===== src/sv/ins_sort_pkg.sv =====
// Package for the insertion sorter: the shared value width, controller state encoding,
// and the command/status bundles between controller and datapath.
// No dependencies.
package ins_sort_pkg;

	localparam int VALUE_W = 32;

	typedef enum logic [3:0] {
		ST_IDLE      = 4'b0001,
		ST_SHIFT     = 4'b0010,
		ST_EMIT_RD   = 4'b0100,
		ST_EMIT_WAIT = 4'b1000
	} state_t;

	// Commands from controller to datapath.
	typedef struct packed {
		logic accept;    // capture incoming value; start an insertion, or mark overflow if full
		logic shift;     // move buffer[pos-1] up to buffer[pos]
		logic place;     // write the held value at buffer[pos]
		logic emit_rd;   // read buffer[k] for output
		logic emit_load; // load the output register, advance k
		logic clear;     // drop count, overflow flag and output index for a new set
	} cmd_t;

	// Status from datapath to controller.
	typedef struct packed {
		logic full;      // buffer holds DEPTH values
		logic pos_zero;  // insertion point reached the bottom
		logic greater;   // stored value read back exceeds the held value
		logic held_final;// the held item closes the set
		logic last;      // the entry being emitted is the top of the set
		logic out_free;  // output register can take a result this cycle
	} status_t;

endpackage


===== src/sv/ins_sort_item_if.sv =====
// Input channel of the insertion sorter: valid/ready with one integer and
// a final marker. Depends on ins_sort_pkg.
interface ins_sort_item_if;
	import ins_sort_pkg::*;

	logic                      valid;
	logic                      ready;
	logic signed [VALUE_W-1:0] value;
	logic                      is_final;

	modport source (output valid, output value, output is_final, input ready);
	modport sink (input valid, input value, input is_final, output ready);
endinterface


===== src/sv/ins_sort_result_if.sv =====
// Output channel of the insertion sorter: valid/ready with one sorted
// integer and its set flags. Depends on ins_sort_pkg.
interface ins_sort_result_if;
	import ins_sort_pkg::*;

	logic                      valid;
	logic                      ready;
	logic signed [VALUE_W-1:0] sorted_value;
	logic                      end_of_set;
	logic                      dropped;

	modport source (output valid, output sorted_value, output end_of_set, output dropped,
		input ready);
	modport sink (input valid, input sorted_value, input end_of_set, input dropped,
		output ready);
endinterface


===== src/sv/insertion_sorter.sv =====
// channel  direction  payload                                 handshake
// item     in         value[31:0] signed, is_final            valid/ready
// result   out        sorted_value[31:0] signed, end_of_set,  valid/ready
//                     dropped
//
// An item is accepted, then each stored value that must move up to make room
// (at most DEPTH - 1) shifts, then the item is placed; the single read port of
// the buffer memory allows one entry to move per cycle. Each result is then read
// and loaded into the output register. Reset empties the set; buffer contents
// are not cleared. A stalled result holds only the output; new items are taken
// as soon as the last result of a set sits in the output register.
// Top level of the insertion sorter. Depends on ins_sort_pkg, the channel
// interfaces, ins_sort_ctrl and ins_sort_dp.
module insertion_sorter #(
	parameter int DEPTH = 16
) (
	input logic                clk,
	input logic                arst_n,
	ins_sort_item_if.sink      item,
	ins_sort_result_if.source  result
);
	import ins_sort_pkg::*;

	cmd_t    cmd;
	status_t status;

	ins_sort_ctrl u_ctrl (
		.clk           (clk),
		.arst_n        (arst_n),
		.item_valid    (item.valid),
		.item_is_final (item.is_final),
		.item_ready    (item.ready),
		.status        (status),
		.cmd           (cmd)
	);

	ins_sort_dp #(
		.DEPTH (DEPTH)
	) u_dp (
		.clk          (clk),
		.arst_n       (arst_n),
		.cmd          (cmd),
		.status       (status),
		.value        (item.value),
		.is_final     (item.is_final),
		.res_valid    (result.valid),
		.res_ready    (result.ready),
		.sorted_value (result.sorted_value),
		.end_of_set   (result.end_of_set),
		.dropped      (result.dropped)
	);

	// An insertion never writes past the buffer.
	assert property (@(posedge clk) disable iff (!arst_n) cmd.place |-> !status.full)
		else $error("insertion into a full buffer");

	// At most one of accept, shift, place, emit_rd and emit_load is raised at a time.
	assert property (@(posedge clk) disable iff (!arst_n)
		$onehot0({cmd.accept, cmd.shift, cmd.place, cmd.emit_rd, cmd.emit_load}))
		else $error("conflicting datapath commands");

	// A stored item keeps the block busy for at least the next cycle.
	assert property (@(posedge clk) disable iff (!arst_n)
		(item.valid && item.ready && !status.full) |=> !item.ready)
		else $error("item taken during an insertion");

	// Output is loaded only when the register is free.
	assert property (@(posedge clk) disable iff (!arst_n)
		cmd.emit_load |-> (!result.valid || result.ready))
		else $error("result overwritten while stalled");

endmodule


===== src/sv/ins_sort_ctrl.sv =====
// Controller of the insertion sorter: sequences insertion and output.
// Depends on ins_sort_pkg; drives the datapath through cmd_t.
module ins_sort_ctrl (
	input  logic                   clk,
	input  logic                   arst_n,
	input  logic                   item_valid,
	input  logic                   item_is_final,
	output logic                   item_ready,
	input  ins_sort_pkg::status_t  status,
	output ins_sort_pkg::cmd_t     cmd
);
	import ins_sort_pkg::*;

	state_t state_q, state_d;

	always_ff @(posedge clk or negedge arst_n) begin
		if (!arst_n) begin
			state_q <= ST_IDLE;
		end else begin
			state_q <= state_d;
		end
	end

	always_comb begin
		state_d    = state_q;
		cmd        = '0;
		item_ready = 1'b0;
		unique case (state_q)
			ST_IDLE: begin
				item_ready = 1'b1;
				if (item_valid) begin
					cmd.accept = 1'b1;
					// A full buffer drops the value; a final item still starts output.
					if (!status.full) begin
						state_d = ST_SHIFT;
					end else if (item_is_final) begin
						state_d = ST_EMIT_RD;
					end
				end
			end
			ST_SHIFT: begin
				if (!status.pos_zero && status.greater) begin
					cmd.shift = 1'b1;
				end else begin
					cmd.place = 1'b1;
					state_d   = status.held_final ? ST_EMIT_RD : ST_IDLE;
				end
			end
			ST_EMIT_RD: begin
				cmd.emit_rd = 1'b1;
				state_d     = ST_EMIT_WAIT;
			end
			ST_EMIT_WAIT: begin
				if (status.out_free) begin
					cmd.emit_load = 1'b1;
					if (status.last) begin
						cmd.clear = 1'b1;
						state_d   = ST_IDLE;
					end else begin
						state_d = ST_EMIT_RD;
					end
				end
			end
			default: begin
				state_d = ST_IDLE;
			end
		endcase
	end

endmodule


===== src/sv/ins_sort_dp.sv =====
// Datapath of the insertion sorter: buffer memory, counters, comparator and
// output register. Depends on ins_sort_pkg; commanded by ins_sort_ctrl.
module ins_sort_dp #(
	parameter int DEPTH = 16
) (
	input  logic                                     clk,
	input  logic                                     arst_n,
	input  ins_sort_pkg::cmd_t                       cmd,
	output ins_sort_pkg::status_t                    status,
	input  logic signed [ins_sort_pkg::VALUE_W-1:0]  value,
	input  logic                                     is_final,
	output logic                                     res_valid,
	input  logic                                     res_ready,
	output logic signed [ins_sort_pkg::VALUE_W-1:0]  sorted_value,
	output logic                                     end_of_set,
	output logic                                     dropped
);
	import ins_sort_pkg::*;

	localparam int AW = (DEPTH > 1) ? $clog2(DEPTH) : 1;
	localparam int CW = $clog2(DEPTH + 1);

	logic signed [VALUE_W-1:0] mem [DEPTH];
	logic signed [VALUE_W-1:0] rd_q;
	logic signed [VALUE_W-1:0] held_q;
	logic                      held_final_q;
	logic [CW-1:0]             fill_q;
	logic [AW-1:0]             pos_q;
	logic [AW-1:0]             k_q;
	logic                      ovf_q;
	logic                      res_valid_q;

	logic [AW-1:0]             pos_m1;
	logic [AW-1:0]             rd_addr;
	logic [AW-1:0]             wr_addr;
	logic signed [VALUE_W-1:0] wr_data;
	logic                      wr_en;

	assign pos_m1 = pos_q - AW'(1);

	// Read address for the next cycle: the entry below the insertion point, or buffer[k] for output.
	always_comb begin
		rd_addr = k_q;
		if (cmd.accept) begin
			rd_addr = AW'(fill_q - CW'(1));
		end else if (cmd.shift) begin
			rd_addr = pos_m1 - AW'(1);
		end
	end

	assign wr_en   = cmd.shift | cmd.place;
	assign wr_addr = pos_q;
	assign wr_data = cmd.shift ? rd_q : held_q;

	always_ff @(posedge clk) begin
		if (wr_en) begin
			mem[wr_addr] <= wr_data;
		end
		rd_q <= mem[rd_addr];
	end

	always_ff @(posedge clk) begin
		if (cmd.accept) begin
			held_q       <= value;
			held_final_q <= is_final;
		end
		if (cmd.emit_load) begin
			sorted_value <= rd_q;
			end_of_set   <= status.last;
			dropped      <= ovf_q;
		end
	end

	always_ff @(posedge clk or negedge arst_n) begin
		if (!arst_n) begin
			fill_q      <= '0;
			pos_q       <= '0;
			k_q         <= '0;
			ovf_q       <= 1'b0;
			res_valid_q <= 1'b0;
		end else begin
			if (cmd.accept) begin
				pos_q <= AW'(fill_q);
				if (status.full) begin
					ovf_q <= 1'b1;
				end
			end
			if (cmd.shift) begin
				pos_q <= pos_m1;
			end
			if (cmd.place) begin
				fill_q <= fill_q + CW'(1);
			end
			if (cmd.emit_load) begin
				k_q <= k_q + AW'(1);
			end
			if (cmd.clear) begin
				fill_q <= '0;
				ovf_q  <= 1'b0;
				k_q    <= '0;
			end
			if (cmd.emit_load) begin
				res_valid_q <= 1'b1;
			end else if (res_ready) begin
				res_valid_q <= 1'b0;
			end
		end
	end

	assign res_valid = res_valid_q;

	always_comb begin
		status.full       = (fill_q == CW'(DEPTH));
		status.pos_zero   = (pos_q == '0);
		status.greater    = (rd_q > held_q);
		status.held_final = held_final_q;
		status.last       = ((CW'(k_q) + CW'(1)) == fill_q);
		status.out_free   = !res_valid_q || res_ready;
	end

endmodule


===== src/flat_wrapper.sv =====
// flat-port wrapper written by rule: the top's interface ports become plain ports
module insertion_sorter_flat import ins_sort_pkg::*;
#(
	parameter int DEPTH = 16
)
  (clk, arst_n, item_valid, item_value, item_is_final, item_ready, result_valid, result_sorted_value, result_end_of_set, result_dropped, result_ready);
  ins_sort_item_if item_i ();
  ins_sort_result_if result_i ();
  input logic clk;
  input logic arst_n;
  input wire logic [$bits(item_i.valid)-1:0] item_valid;
  input wire logic [$bits(item_i.value)-1:0] item_value;
  input wire logic [$bits(item_i.is_final)-1:0] item_is_final;
  output wire logic [$bits(item_i.ready)-1:0] item_ready;
  output wire logic [$bits(result_i.valid)-1:0] result_valid;
  output wire logic [$bits(result_i.sorted_value)-1:0] result_sorted_value;
  output wire logic [$bits(result_i.end_of_set)-1:0] result_end_of_set;
  output wire logic [$bits(result_i.dropped)-1:0] result_dropped;
  input wire logic [$bits(result_i.ready)-1:0] result_ready;
  assign item_i.valid = item_valid;
  assign item_i.value = item_value;
  assign item_i.is_final = item_is_final;
  assign item_ready = item_i.ready;
  assign result_valid = result_i.valid;
  assign result_sorted_value = result_i.sorted_value;
  assign result_end_of_set = result_i.end_of_set;
  assign result_dropped = result_i.dropped;
  assign result_i.ready = result_ready;
  insertion_sorter #(.DEPTH(DEPTH)) u_core (.clk(clk), .arst_n(arst_n), .item(item_i), .result(result_i));
endmodule

===== config.mk =====
export PLATFORM = sky130hd
export DESIGN_NAME = insertion_sorter_flat
export DESIGN_NICKNAME = d
export VERILOG_FILES = /design/src/sv/ins_sort_pkg.sv /design/src/sv/ins_sort_item_if.sv /design/src/sv/ins_sort_result_if.sv /design/src/sv/insertion_sorter.sv /design/src/sv/ins_sort_ctrl.sv /design/src/sv/ins_sort_dp.sv /design/src/flat_wrapper.sv
export SDC_FILE = /design/constraint.sdc
export NUM_CORES = 1
export LEC_CHECK = 0
export BUFFER_PORTS_ARGS = -buffer_cell sky130_fd_sc_hd__buf_2
export CAP_MARGIN = 20
export CORE_MARGIN = 1
export CORE_UTILIZATION = 30
export DETAILED_ROUTE_END_ITERATION = 16
export PLACE_DENSITY = 0.42
export SLEW_MARGIN = 10
export SYNTH_ARGS = -nofsm -noshare
export SYNTH_HDL_FRONTEND = slang
export SYNTH_SLANG_ARGS = --single-unit

===== constraint.sdc =====
create_clock -name clk -period 10.53 [get_ports clk]
set_input_delay 1.5795 -clock clk [delete_from_list [all_inputs] [get_ports clk]]
set_output_delay 1.5795 -clock clk [all_outputs]
set_load 0.02 [all_outputs]

==> run metrics <==
initial core utilization=30.3%; placed cells=2619; DRC=0; Horiz. Die Dim=290 um; status=finished clean; Critical Path Fanout Max=35; Ports=73; Max-Cap Viols=0; Area growth, synth to finish=16.0%; Top FF cell, synth=edfxtp_1; R2R Path Start=u_core.u_dp.held_q[29]; total power=0.00817 W; global-route wire length before repair=98.1 mm; total track usage=15.9%; Ys Warns=0; Non-Filler Instances=2751; Synth Register Bits=630; Max-slew headroom=29.2%; post-place setup slack=4.97 ns; min-delay src=u_core.u_dp.rd_q[5]; 1st-pass router iterations=5; Min-Delay Path Class=flop to flop; Clock transition at path regs=0.06 ns; VDD IR max=211 uV; Sink Count=630; Port Buffer Count=72; RSZ-0062 raised after global routing=false; Core Util, Final=35.2%; r2r setup slk=5.04 ns; cell leakage power=9.97 nW; vias per std cell=4.96; met2 GRT Util=25.4%; First DRT Iteration DRCs=975; Required @ worst endpoint=10.98 ns; Post-layout nets=1702; grt met1 use=22.6%; area leader, netlist=edfxtp_1; Period Utilization, post-route=52.1%; CTS tree=built; Wirelength per Cell=24.6 um; Placeable Area=82200 um2; Diodes inserted=0; Syn Inst Count=1521; Worst R2R End=u_core.u_dp.rd_q[18]; crit path launch type=flop; syn_nets=1599; skew final=0.0247 ns; Post-synth EDFFs=579; Distinct cells, synth=61; fmax=182 MHz; Synth async-reset ratio=3.02%; share of layout cells above drive strength 1=17.0%; commonest cells in the netlist=579 x edfxtp_1, 193 x mux2i_1, 99 x o22ai_1; ANT nets after route=0; Cell Pwr Density=282 nW/um2; worst slew pin tran=1.06 ns; CP arrival=5.94 ns; Post-Syn Area=24900 um2; final wirelength=67.7 mm; dpl hpwl=36.8 mm; setup repair bufs after CTS=0; H-tree Lvls=3; Setup crit end kind=flop; final count of hold timing violations=0; GRT overflow=0; GRT busiest layer=met2; initial antenna violation count=2; post-layout min period=5.49 ns; Layout fillers=7787; maximum clock insertion buffer count=3; Synth top area share=69.7%; cts hold-fix bufs=0; setup TNS=0 ns; DIE HEIGHT=290 um; worst hold stages=0; Setup-failing EPs final=0; most frequent cell after synthesis=edfxtp_1; met3 Use GR=2.60%; Syn Area/Cell=16.4 um2; crit path kind=flop to flop; total clock buffers created by CTS=73; fin. max-slew vios=0; FP Rows=105; reg2reg path depth=14; Vias=13.6k; Skew-Pair Late Insertion Delay=0.62 ns; Root Driver=clkbuf_16; vias in the first global route=13.8k; final worst setup slack=5.04 ns; Seq/Total Area, Yosys=74.2%; end of the worst hold path=u_core.u_dp.sorted_value[5]; post_cts resized=0; Die ar.=84300 um2; maximum number of pins on one net before global-route repair=123; Synth area leaders=edfxtp_1 70%, mux2i_1 7.7%, dfxtp_1 2.6%, o22ai_1 2.5%, ha_1 2.1%; routability congestion estimate=0.728
[sequential cells by signal (all words and copies together) (netlist names), 4 cells and up]
register and cells:
u_core.u_dp.pos_q 4, u_core.u_dp.k_q 4, u_core.u_ctrl.state_q 4, u_core.u_dp.rd_q 32, u_core.u_dp.held_q 32, u_core.u_dp.fill_q 5, u_core.u_dp.sorted_value 32, u_core.u_dp.mem 512
[per-stage QoR]
stage / hold slack, ns / area, um2
finish: 0.466 / 28900
CTS: 0.471 / 28900
floorplan: 0.408 / 24900
global placement: 0.448 / 26600
global route: 0.485 / 28900
detailed placement: 0.452 / 26600
[routing by layer]
| metal | wire length [um] | vias to the layer above |
|---|---|---|
| met5 | 0 | - |
| met4 | 1150 | 0 |
| met3 | 2450 | 79 |
| met2 | 31700 | 275 |
| met1 | 32400 | 7058 |
| li1 | - | 6226 |
[layout by cell type (no fill, tap or decap), types with 19 or more instances in the layout]
cell       count
o22ai_1       99
inv_1         45
o21ai_0       19
and3_1        33
ha_1          41
buf_2         72
mux2_2        31
mux2i_1      193
edfxtp_1     579
nor2_1        26
buf_4         38
dfxtp_1       32
a21oi_1       44
or4_1         32
a211oi_1      66
nand2_1       58
clkbuf_16     75
[where the power goes]
part	switching (W)	internal [W]	total, W
logic	0.00156	0.000892	0.00246
clock network	0.00102	0.00143	0.00245
registers	0.000160	0.00311	0.00327
total	0.00274	0.00543	0.00817
[worst max-delay path by stage]
stage | start | endpoint | cells past startpoint
global placement | u_core.u_dp.held_q[29] | u_core.u_dp.rd_q[18] | 14
global route | u_core.u_dp.held_q[6] | u_core.u_dp.rd_q[18] | 14
detailed placement | u_core.u_dp.held_q[29] | u_core.u_dp.rd_q[18] | 14
floorplan | item_valid | u_core.u_dp.rd_q[10] | 9
finish | u_core.u_dp.held_q[29] | u_core.u_dp.rd_q[18] | 14
CTS | u_core.u_dp.held_q[29] | u_core.u_dp.rd_q[18] | 14
[kinds of logic after synthesis]
kind of cell	count (synthesis)	share of synthesized area (%)
DFF	630	74.2
AOI/OAI and AO/OA	265	6.95
muxes	225	9.20
and+or+nand+nor	219	4.79
buffers and inverters	129	2.41
adders and majority gates	41	2.06
xor gates and xnor gates	12	0.421
[final cells by class]
| cell class | instances | area, um2 | share of cell area (%) |
|---|---|---|---|
| Inverter | 46 | 173 | 0.596 |
| Tap cell | 1070 | 1340 | 4.62 |
| Timing Repair Buffer | 111 | 666 | 2.30 |
| Clock buffer | 99 | 2030 | 7.00 |
| Clock inverter | 33 | 283 | 0.977 |
| Sequential cell | 630 | 18500 | 63.9 |
| Multi-Input combinational cell | 762 | 5960 | 20.6 |
[critical path: stages (launching register included)]
cell and delay, ns:
edfxtp_1 0.34, inv_1 0.04, ha_1 0.33, a21o_1 0.20, a211o_1 0.38, nor4b_2 0.43, a2bb2oi_1 0.23, o21ai_2 0.65
nand2_1 0.30, o221a_2 0.32, buf_4 0.31, nand2_2 0.49, buf_4 0.48, o22ai_1 0.15, or4_1 0.62
Power figures use the tool's default switching activity.
